===== src/hw/rtl/pre_pkg.sv =====
// Shared types and constants for the palette row expander.
package pre_pkg;

  localparam int unsigned PALETTE_DEPTH = 256;
  localparam int unsigned IDX_W = 8;
  localparam int unsigned COL_W = 13;
  localparam logic [COL_W-1:0] MAX_ROW_PIXELS = 13'd4096;

  // depth_mode codes
  localparam logic [2:0] DEPTH_1 = 3'd0;
  localparam logic [2:0] DEPTH_2 = 3'd1;
  localparam logic [2:0] DEPTH_4 = 3'd2;
  localparam logic [2:0] DEPTH_8 = 3'd3;
  localparam logic [2:0] DEPTH_16 = 3'd4;

  // configuration register indexes
  localparam logic [1:0] CFG_DEPTH_MODE = 2'd0;
  localparam logic [1:0] CFG_ALPHA_PRESENT = 2'd1;
  localparam logic [1:0] CFG_ROW_PIXELS = 2'd2;

  // action codes
  localparam logic ACT_LOAD = 1'b0;
  localparam logic ACT_DATA = 1'b1;

  localparam logic [7:0] ALPHA_OPAQUE = 8'hff;
  localparam logic [7:0] ALPHA_CLEAR = 8'h00;

  // one pixel leaving the unpacker
  typedef struct packed {
    logic [IDX_W-1:0] idx;
    logic [7:0]       alpha;
    logic             row_done;
    logic             run_last;
    logic             status;
  } pix_t;

  // palette write request
  typedef struct packed {
    logic             en;
    logic [IDX_W-1:0] addr;
    logic [23:0]      data;
  } pal_wr_t;

endpackage


===== src/hw/rtl/pre_unpack.sv =====
// Input stage: holds one item, unpacks data bytes into pixels, tracks row position.
module pre_unpack (
  input  logic                      clk,
  input  logic                      rst,
  input  logic [2:0]                depth_mode,
  input  logic                      alpha_present,
  input  logic [pre_pkg::COL_W-1:0] row_pixels,
  input  logic                      in_valid,
  output logic                      in_stall,
  input  logic                      action,
  input  logic [7:0]                entry_index,
  input  logic [7:0]                entry_red,
  input  logic [7:0]                entry_green,
  input  logic [7:0]                entry_blue,
  input  logic [7:0]                data_byte,
  output logic                      pix_valid,
  input  logic                      pix_ready,
  output pre_pkg::pix_t             pix,
  output pre_pkg::pal_wr_t          pal_wr
);

  logic                      u_valid;
  logic                      u_action;
  logic [7:0]                u_index;
  logic [23:0]               u_rgb;
  logic [7:0]                u_byte;
  logic [2:0]                pos;
  logic [pre_pkg::COL_W-1:0] col;
  logic [7:0]                pend;
  logic                      phase;

  logic                      unsup;
  logic                      index_only;
  logic                      u_done;
  logic                      accept;
  logic                      fire;
  logic [pre_pkg::COL_W-1:0] limit;
  logic                      row_end;
  logic [2:0]                last_pos;
  logic [2:0]                shamt;
  logic [7:0]                sh;
  logic [7:0]                idx;
  logic [7:0]                alpha;

  // decode mode combination
  assign unsup = (depth_mode > pre_pkg::DEPTH_16) ||
                 ((depth_mode == pre_pkg::DEPTH_16) && !alpha_present) ||
                 ((depth_mode == pre_pkg::DEPTH_4) && alpha_present);
  assign index_only = !unsup && (depth_mode == pre_pkg::DEPTH_16) && !phase;

  // row length, clamped to 1..MAX_ROW_PIXELS
  always_comb begin
    if (row_pixels == '0) begin
      limit = pre_pkg::COL_W'(1);
    end else if (row_pixels > pre_pkg::MAX_ROW_PIXELS) begin
      limit = pre_pkg::MAX_ROW_PIXELS;
    end else begin
      limit = row_pixels;
    end
  end
  assign row_end = ({1'b0, col} + 14'd1) >= {1'b0, limit};

  // select the pixel at the current position
  assign shamt = 3'({1'b0, pos} << depth_mode[1:0]);
  assign sh = 8'(u_byte << shamt);

  always_comb begin
    idx = u_byte;
    alpha = pre_pkg::ALPHA_OPAQUE;
    last_pos = 3'd0;
    unique case (depth_mode)
      pre_pkg::DEPTH_1: begin
        idx = {7'd0, sh[7]};
        last_pos = 3'd7;
      end
      pre_pkg::DEPTH_2: begin
        last_pos = 3'd3;
        if (alpha_present) begin
          idx = {7'd0, sh[7]};
          alpha = sh[6] ? pre_pkg::ALPHA_OPAQUE : pre_pkg::ALPHA_CLEAR;
        end else begin
          idx = {6'd0, sh[7:6]};
        end
      end
      pre_pkg::DEPTH_4: begin
        idx = {4'd0, sh[7:4]};
        last_pos = 3'd1;
      end
      pre_pkg::DEPTH_8: begin
        if (alpha_present) begin
          idx = {4'd0, u_byte[7:4]};
          alpha = {u_byte[3:0], u_byte[3:0]};
        end
      end
      pre_pkg::DEPTH_16: begin
        idx = pend;
        alpha = u_byte;
      end
      default: begin
        idx = u_byte;
      end
    endcase
  end

  // build the pixel beat
  always_comb begin
    pix = '0;
    if (unsup) begin
      pix.status = 1'b1;
      pix.run_last = 1'b1;
    end else begin
      pix.idx = idx;
      pix.alpha = alpha;
      pix.row_done = row_end;
      pix.run_last = row_end || (pos == last_pos);
    end
  end

  assign pix_valid = u_valid && (u_action == pre_pkg::ACT_DATA) && !index_only;
  assign fire = pix_valid && pix_ready;
  assign u_done = u_valid && ((u_action == pre_pkg::ACT_LOAD) || index_only ||
                              (fire && pix.run_last));
  assign in_stall = u_valid && !u_done;
  assign accept = in_valid && !in_stall;

  // palette write leaves in the single cycle a load item sits here
  assign pal_wr.en = u_valid && (u_action == pre_pkg::ACT_LOAD);
  assign pal_wr.addr = u_index;
  assign pal_wr.data = u_rgb;

  // hold the item and advance through its pixels
  always_ff @(posedge clk) begin
    if (rst) begin
      u_valid <= 1'b0;
      pos <= '0;
      col <= '0;
      pend <= '0;
      phase <= 1'b0;
    end else begin
      if (accept) begin
        u_valid <= 1'b1;
        pos <= '0;
      end else if (u_done) begin
        u_valid <= 1'b0;
      end else if (fire) begin
        pos <= pos + 3'd1;
      end
      if (u_valid && (u_action == pre_pkg::ACT_DATA) && index_only) begin
        pend <= u_byte;
        phase <= 1'b1;
      end
      if (fire && !unsup) begin
        col <= row_end ? '0 : col + pre_pkg::COL_W'(1);
        if (depth_mode == pre_pkg::DEPTH_16) begin
          phase <= 1'b0;
        end
      end
    end
  end

  // capture payload
  always_ff @(posedge clk) begin
    if (accept) begin
      u_action <= action;
      u_index <= entry_index;
      u_rgb <= {entry_red, entry_green, entry_blue};
      u_byte <= data_byte;
    end
  end

endmodule


===== config.mk =====
export PLATFORM = sky130hd
export DESIGN_NAME = pre_unpack
export DESIGN_NICKNAME = d
export VERILOG_FILES = /design/src/hw/rtl/pre_pkg.sv /design/src/hw/rtl/pre_unpack.sv
export SDC_FILE = /design/constraint.sdc
export NUM_CORES = 1
export LEC_CHECK = 0
export ABC_AREA = 0
export BUFFER_PORTS_ARGS = -buffer_cell sky130_fd_sc_hd__buf_4
export CORE_UTILIZATION = 46
export CTS_CLUSTER_DIAMETER = 30
export DETAILED_ROUTE_END_ITERATION = 10
export PLACE_DENSITY = 0.76
export SYNTH_ARGS = -nofsm -noshare
export SYNTH_HDL_FRONTEND = slang
export SYNTH_SLANG_ARGS = --single-unit

===== constraint.sdc =====
create_clock -name clk -period 4 [get_ports clk]
set_input_delay 0.4 -clock clk [delete_from_list [all_inputs] [get_ports clk]]
set_output_delay 0.4 -clock clk [all_outputs]
set_load 0.01 [all_outputs]

==> results by group, run 1 <==
Clock network
  • Clk_lat worst skew: roughly 340 ps
  • CTS tree: built
  • Reg clk slew, reported paths: about 80 ps
  • Root buf cell: clkbuf_8
  • CTS Buffer Depth: 2
  • H-Tree Level Count: 3
  • Post-CTS Hold Buffers: 0
  • Clock sinks: 67
  • CTS Buf Count: 9

Worst setup path
  • Req. time, crit path: 3600 ps
  • CP peak stage delay: between 400 and 500 ps
  • CP endpoint kind: output pin
  • Slowest cell on the critical path: dfxtp_1
  • Critical path startpoint category: flip-flop
  • CP cell instances: ha_1 -> and3_1 -> nand3_1 -> nor2_1 -> xor2_1 -> ha_1 -> and3_1 -> o211a_1 -> a221oi_2 -> nand3_1 -> a21oi_4 -> buf_4
  • Worst Setup SP: col[0]
  • CP arrival: between 3000 and 4000 ps
  • Reg2reg start: col[0]
  • Crit Path Class: reg2out
  • Worst-path fanout max: 6

Final layout
  • Final instance area: roughly 0.0048 mm2
  • Inserted Diodes: 0
  • Nets: about 550
  • Layout Cells excl Fill: roughly 580
  • Synthesis-to-layout area growth: 30.8%
  • Filler Cell Count: ~640
  • Layout cells sized above 1: 0.307

Floorplanning
  • I/O pin count: roughly 120
  • Die H: between 90 and 100 um
  • Total core area: between 0.007 and 0.008 mm2
  • Starting Density: 0.475
  • Site Rows: 32
  • Die Wd: 91.3 um
  • Die ar.: roughly 0.0083 mm2

Outcome
  • Status: finished, final reports clean

STA
  • Clock Skews: between 10 and 15 ps
  • Post-route clock period utilization: 0.941
  • Max-slew headroom: 0.477
  • Pins Over Slew Limit: 0
  • Worst-margin pin slew: just under 800 ps
  • Highest Clock Rate: roughly 270 MHz
  • TNS Setup: 0 ps
  • Min Tclk post-route: 3760 ps
  • Finish-stage setup viols: 0
  • RSZ-0062 raised after global routing: no
  • Hold slack: 233 ps
  • Final hold vios: 0

Synth
  • Net count after synthesis: 446
  • Post-Syn Area: around 0.0037 mm2
  • Syn. warnings: 0
  • Register area share after synthesis: 0.477
  • Count leader, synth: edfxtp_1
  • Avg Cell Area, Syn: about 10 um2
  • Async S/R FF share, synth: 0
  • Ys flop type: edfxtp_1
  • Synth top area share: 0.336
  • Post-synth top area cell: edfxtp_1
  • Post-synth EDFFs: slightly above 40
  • Synth top area cells: edfxtp_1, dfxtp_1, mux2i_1, ha_1, nand3_1
  • Post-synthesis register bit count: 67
  • Distinct cells, synth: 62
  • Gate Count Post-Synth: 369
  • Top cells by count, synth: edfxtp_1, nand2_1, nand3_1

Placed design
  • DP Wirelength: ~6700 um
  • Post-DP Area: ~0.0046 mm2
  • I/O Buffers: approximately 120
  • Final Wtd Congestion: around 0.93
  • Placed cell count: ~570

Route
  • Initial drt markers: 210
  • Final ANT Viol Nets: 0
  • DR vias/cell: 5.71
  • First-pass detailed-route iteration total: 6
  • Final Routed Wirelength: between 8000 and 9000 um
  • WL/cell: between 15 and 20 um
  • DR vias: between 3,000 and 4,000
  • Drc violations: 0

Run
  • Max-capacitance violation count: 0

Worst hold path
  • Min-Delay Startpoint: data_byte[4]
  • Hold WC Path Type: in2reg

Global route
  • First-pass GRT wire length: around 15,000 um
  • Number of global-route vias before repair: between 3,000 and 4,000
  • Largest net degree at the start of global routing: 42
  • GR Util All Layers: 0.220
  • GR Overflow Total: 0
  • Initial antenna violation count: 0

Pwr
  • Pwr Density: approximately 330 mW/mm2
  • Leakage power: approximately 0.002 uW
  • VDD IR max: ~0.00028 V
==> cells in the final DEF (no fill, tap or decap), types with 3 or more instances in the layout <==
| master | Yosys | routed |
|---|---|---|
| nor3_1 | 12 | 12 |
| o211ai_1 | 3 | 3 |
| inv_1 | 12 | 12 |
| xor2_1 | 5 | 5 |
| nand3_1 | 33 | 33 |
| mux2i_1 | 20 | 20 |
| a21o_1 | 4 | 4 |
| clkinv_4 | 0 | 3 |
| a31oi_1 | 3 | 3 |
| nor2_1 | 29 | 29 |
| nand2_1 | 34 | 34 |
| nor4_1 | 4 | 4 |
| clkbuf_8 | 0 | 9 |
| a22o_1 | 4 | 4 |
| a221oi_1 | 3 | 3 |
| a22oi_1 | 3 | 3 |
| o21ai_0 | 10 | 10 |
| ha_1 | 15 | 15 |
| dfxtp_1 | 26 | 26 |
| edfxtp_1 | 41 | 41 |
| nand3b_1 | 3 | 3 |
| xnor2_1 | 7 | 7 |
| buf_4 | 5 | 118 |
| nand4_1 | 4 | 4 |
| a21oi_1 | 22 | 22 |
| nand2b_1 | 4 | 4 |
| a211oi_1 | 3 | 3 |
==> critical path: cells and delay by family (launching register included) <==
kind | cells | cell delay (ps)
flip-flops | 1 | 410
XOR/XNOR | 1 | 230
buffers and inverters | 1 | 160
adder cells (fa/ha/maj) | 2 | 580
AND/OR/NAND/NOR | 5 | 940
AO/OA/AOI/OAI | 3 | 710
==> metal layers <==
| layer | wire length [um] | up-vias | GRT usage |
|---|---|---|---|
| li1 | - | 1591 | - |
| met1 | 3770 | 1552 | 0.283 |
| met5 | 0 | - | 0 |
| met2 | 4110 | 177 | 0.345 |
| met3 | 901 | 16 | 0.0729 |
| met4 | 160 | 0 | 0.0794 |
==> cells by family after synthesis <==
| logic type | share of synthesized area |
|---|---|
| adder cells (fa/ha/maj) | 0.0512 |
| AND/OR/NAND/NOR | 0.197 |
| XOR/XNOR | 0.0286 |
| multiplexers | 0.0614 |
| flip-flops | 0.477 |
| buffers and inverters | 0.0409 |
| AO/OA/AOI/OAI | 0.144 |
==> area by class of cell <==
class,instances,area [um2],share of cell area
multi-input combinational,268,1780,0.371
sequential,67,1750,0.365
timing repair buffer,118,886,0.185
clock buffer,10,128,0.0266
tap,102,128,0.0266
clock inverter,6,73.8,0.0154
inverter,13,48.8,0.0102
==> through the flow <==
step	power (uW)	utilization	worst slack [ps]
6_report	1570	0.621	238
3_3_place_gp	1020	0.594	681
5_1_grt	1630	0.621	11.1
3_5_place_dp	1020	0.594	531
2_1_floorplan	895	-	265
4_1_cts	1580	0.620	246
==> what timing repair did <==
| item | 4_1_cts | 5_1_grt |
|---|---|---|
| gates resized for setup | 0 | 1 |
| buffers inserted | 0 | 0 |
| setup endpoints to repair | 0 | 1 |
==> final timing paths <==
check,cells past startpoint,slack (ps),endpoint
min,1,230,u_byte[4]
max reg2reg,13,480,u_byte[6]
max,12,240,in_stall
min reg2reg,2,480,col[1]
==> flip-flops by register name, summed over array words and instances (netlist names) <==
name and cells:
u_rgb 24, col 13, pend 8, u_byte 8
u_index 8, pos 3, phase 1, u_action 1
u_valid 1
==> report_power, final <==
group,internal [uW],switching (uW)
Clock,296,268
Sequential,764,17.1
Combinational,112,113
(Power assumes the default switching activity.)
==> run 2, diff against run 1 <==
CORE_UTILIZATION = 48   (was 46)
CTS_BUF_LIST = sky130_fd_sc_hd__clkbuf_8   (was not set)
PLACE_DENSITY = 0.79   (was 0.76)
==> run 2 against run 1 <==
Count of clock-buffer cells in the layout is 1 lower. Non-clock buffer count unchanged. Power is 4.1% lower. Critical path type unchanged. Hold slack improved by 3.1 ps. Critical endpoint unchanged. Routed wire length down 0.42%. Sequential share of layout area rose by 0.14 points. Register-to-register slack improved by 100 ps. First-iteration DRC count grew 50%.
==> results by group, run 2 (same netlist as run 1, synthesis figures left out) <==
Outcome
  • Status: finished, final reports clean

Placed design
  • I/O Buffers: between 100 and 150
  • DP Wirelength: between 6000 and 7000 um
  • Final Wtd Congestion: between 0.9 and 1

STA
  • Post-route clock period utilization: 0.921
  • Max-slew headroom: 0.549
  • Highest Clock Rate: 271 MHz
  • Clock Skews: between 8 and 9 ps
  • Worst-margin pin slew: ~670 ps
  • Final hold vios: 0
  • Pins Over Slew Limit: 0
  • RSZ-0062 raised after global routing: no
  • TNS Setup: 0 ps
  • Min Tclk post-route: 3680 ps
  • Finish-stage setup viols: 0

Worst setup path
  • Crit Path Class: reg2out
  • Reg2reg start: col[0]
  • CP arrival: between 3000 and 4000 ps
  • Reg2reg path depth: 13
  • Reg-to-Reg End: u_index[1]
  • Req. time, crit path: roughly 3600 ps
  • Worst reg-to-reg setup slack: about 580 ps
  • Critical path startpoint category: flip-flop
  • Worst-path fanout max: 6
  • Worst Setup SP: col[0]
  • CP endpoint kind: output pin

Clock network
  • Post-CTS Setup Bufs: 0
  • Clk_lat worst skew: between 300 and 400 ps
  • Post-cts gate resize count: 0
  • Root buf cell: clkbuf_8
  • Reg clk slew, reported paths: 80 ps
  • Clock sinks: 67
  • CTS Buf Count: 9
  • CTS tree: built
  • H-Tree Level Count: 3
  • Post-CTS Hold Buffers: 0
  • CTS Buffer Depth: 2

Final layout
  • Max reg flops: 24
  • Most frequent cells in the layout: buf_4, edfxtp_1, nand2_1, nand3_1, nor2_1
  • Largest reg by FF count: u_rgb
  • Regs by FF count: u_rgb: 24 flops, col: 13 flops
  • Layout cells sized above 1: 0.315
  • Filler Cell Count: 582
  • Commonest non-fill, non-tap cell in the layout: buf_4
  • Nets: ~550
  • Synthesis-to-layout area growth: 30.3%
  • Inserted Diodes: 0
  • Util after Layout: 0.652

Global route
  • GR Overflow Total: 0
  • Number of global-route vias before repair: 3,125
  • GR Util All Layers: 0.234
  • Initial antenna violation count: 0
  • First-pass GRT wire length: approximately 14,000 um
  • Largest net degree at the start of global routing: 42

Pwr
  • Pwr Density: around 320 mW/mm2
  • VDD IR max: roughly 0.00026 V
  • Leakage power: just under 0.002 uW

Floorplanning
  • Starting Density: 0.500
  • I/O pin count: about 120
  • Site Rows: 31
  • Total core area: 0.00733 mm2
  • Die Wd: roughly 89 um
  • Die ar.: 0.00800 mm2
  • Die H: approximately 90 um

Worst hold path
  • Min-Delay Startpoint: data_byte[0]
  • Hold Path End: u_byte[0]
  • Hold WC Path Type: in2reg
  • Hold path cells: 1

Route
  • DR vias: roughly 3,200
  • Final ANT Viol Nets: 0
  • Final Routed Wirelength: about 9000 um
  • Drc violations: 0
  • WL/cell: between 15 and 20 um
  • DR vias/cell: ~5.6
  • First-pass detailed-route iteration total: 5
  • Initial drt markers: 315

Run
  • Max-capacitance violation count: 0
[run 2: report_power, final]
group / switching, uW / leakage, uW / internal [uW]
clock: 270 / 0.0000864 / 229
sequential: 17.0 / 0.000608 / 764
combinational: 114 / 0.00125 / 112
total: 400 / 0.00195 / 1110
[run 2: critical path: stages (launching register included)]
cell,delay [ps]
dfxtp_1,390
ha_1,290
and3_2,280
nand3_1,90
nor2_1,120
xor2_1,210
ha_1,270
and3_1,190
o211a_1,150
a221oi_4,340
nand3_2,160
a21oi_2,260
buf_4,180
[run 2: routing by layer]
layer / GRT usage / up-vias / wire length, um
li1: - / 1593 / -
met1: 0.271 / 1495 / 3590
met2: 0.376 / 135 / 4270
met3: 0.0933 / 15 / 903
met4: 0.115 / 0 / 143
met5: 0 / - / 0
[run 2: area by class of cell]
type                    instances  area [um2]  share of cell area
clock inverters                 7        51.3              0.0107
well taps                      99         124              0.0259
multi-input cells             268        1790               0.375
flip-flops and latches         67        1750               0.367
clock buffers                   9         124              0.0259
inverters                      13        48.8              0.0102
repair buffers                118         886               0.185
[run 2: through the flow]
step | total power (uW) | instances | area (um2) | hold slack (ps) | setup WS [ps]
after floorplan | 895 | 369 | 3670 | 449 | 265
after global placement | 1020 | 565 | 4580 | 459 | 650
after detailed placement | 1020 | 565 | 4580 | 479 | 465
after CTS | 1520 | 581 | 4760 | 219 | 198
after global routing | 1570 | 581 | 4780 | 209 | 37.6
final | 1510 | 581 | 4780 | 237 | 316
[run 2: how the worst max path moves through the flow]
stage / end / slack (ps) / cells past startpoint
floorplan: u_action / 260 / 13
global placement: u_rgb[16] / 650 / 13
detailed placement: u_rgb[10] / 470 / 13
CTS: in_stall / 200 / 12
global route: in_stall / 40 / 12
finish: in_stall / 320 / 12
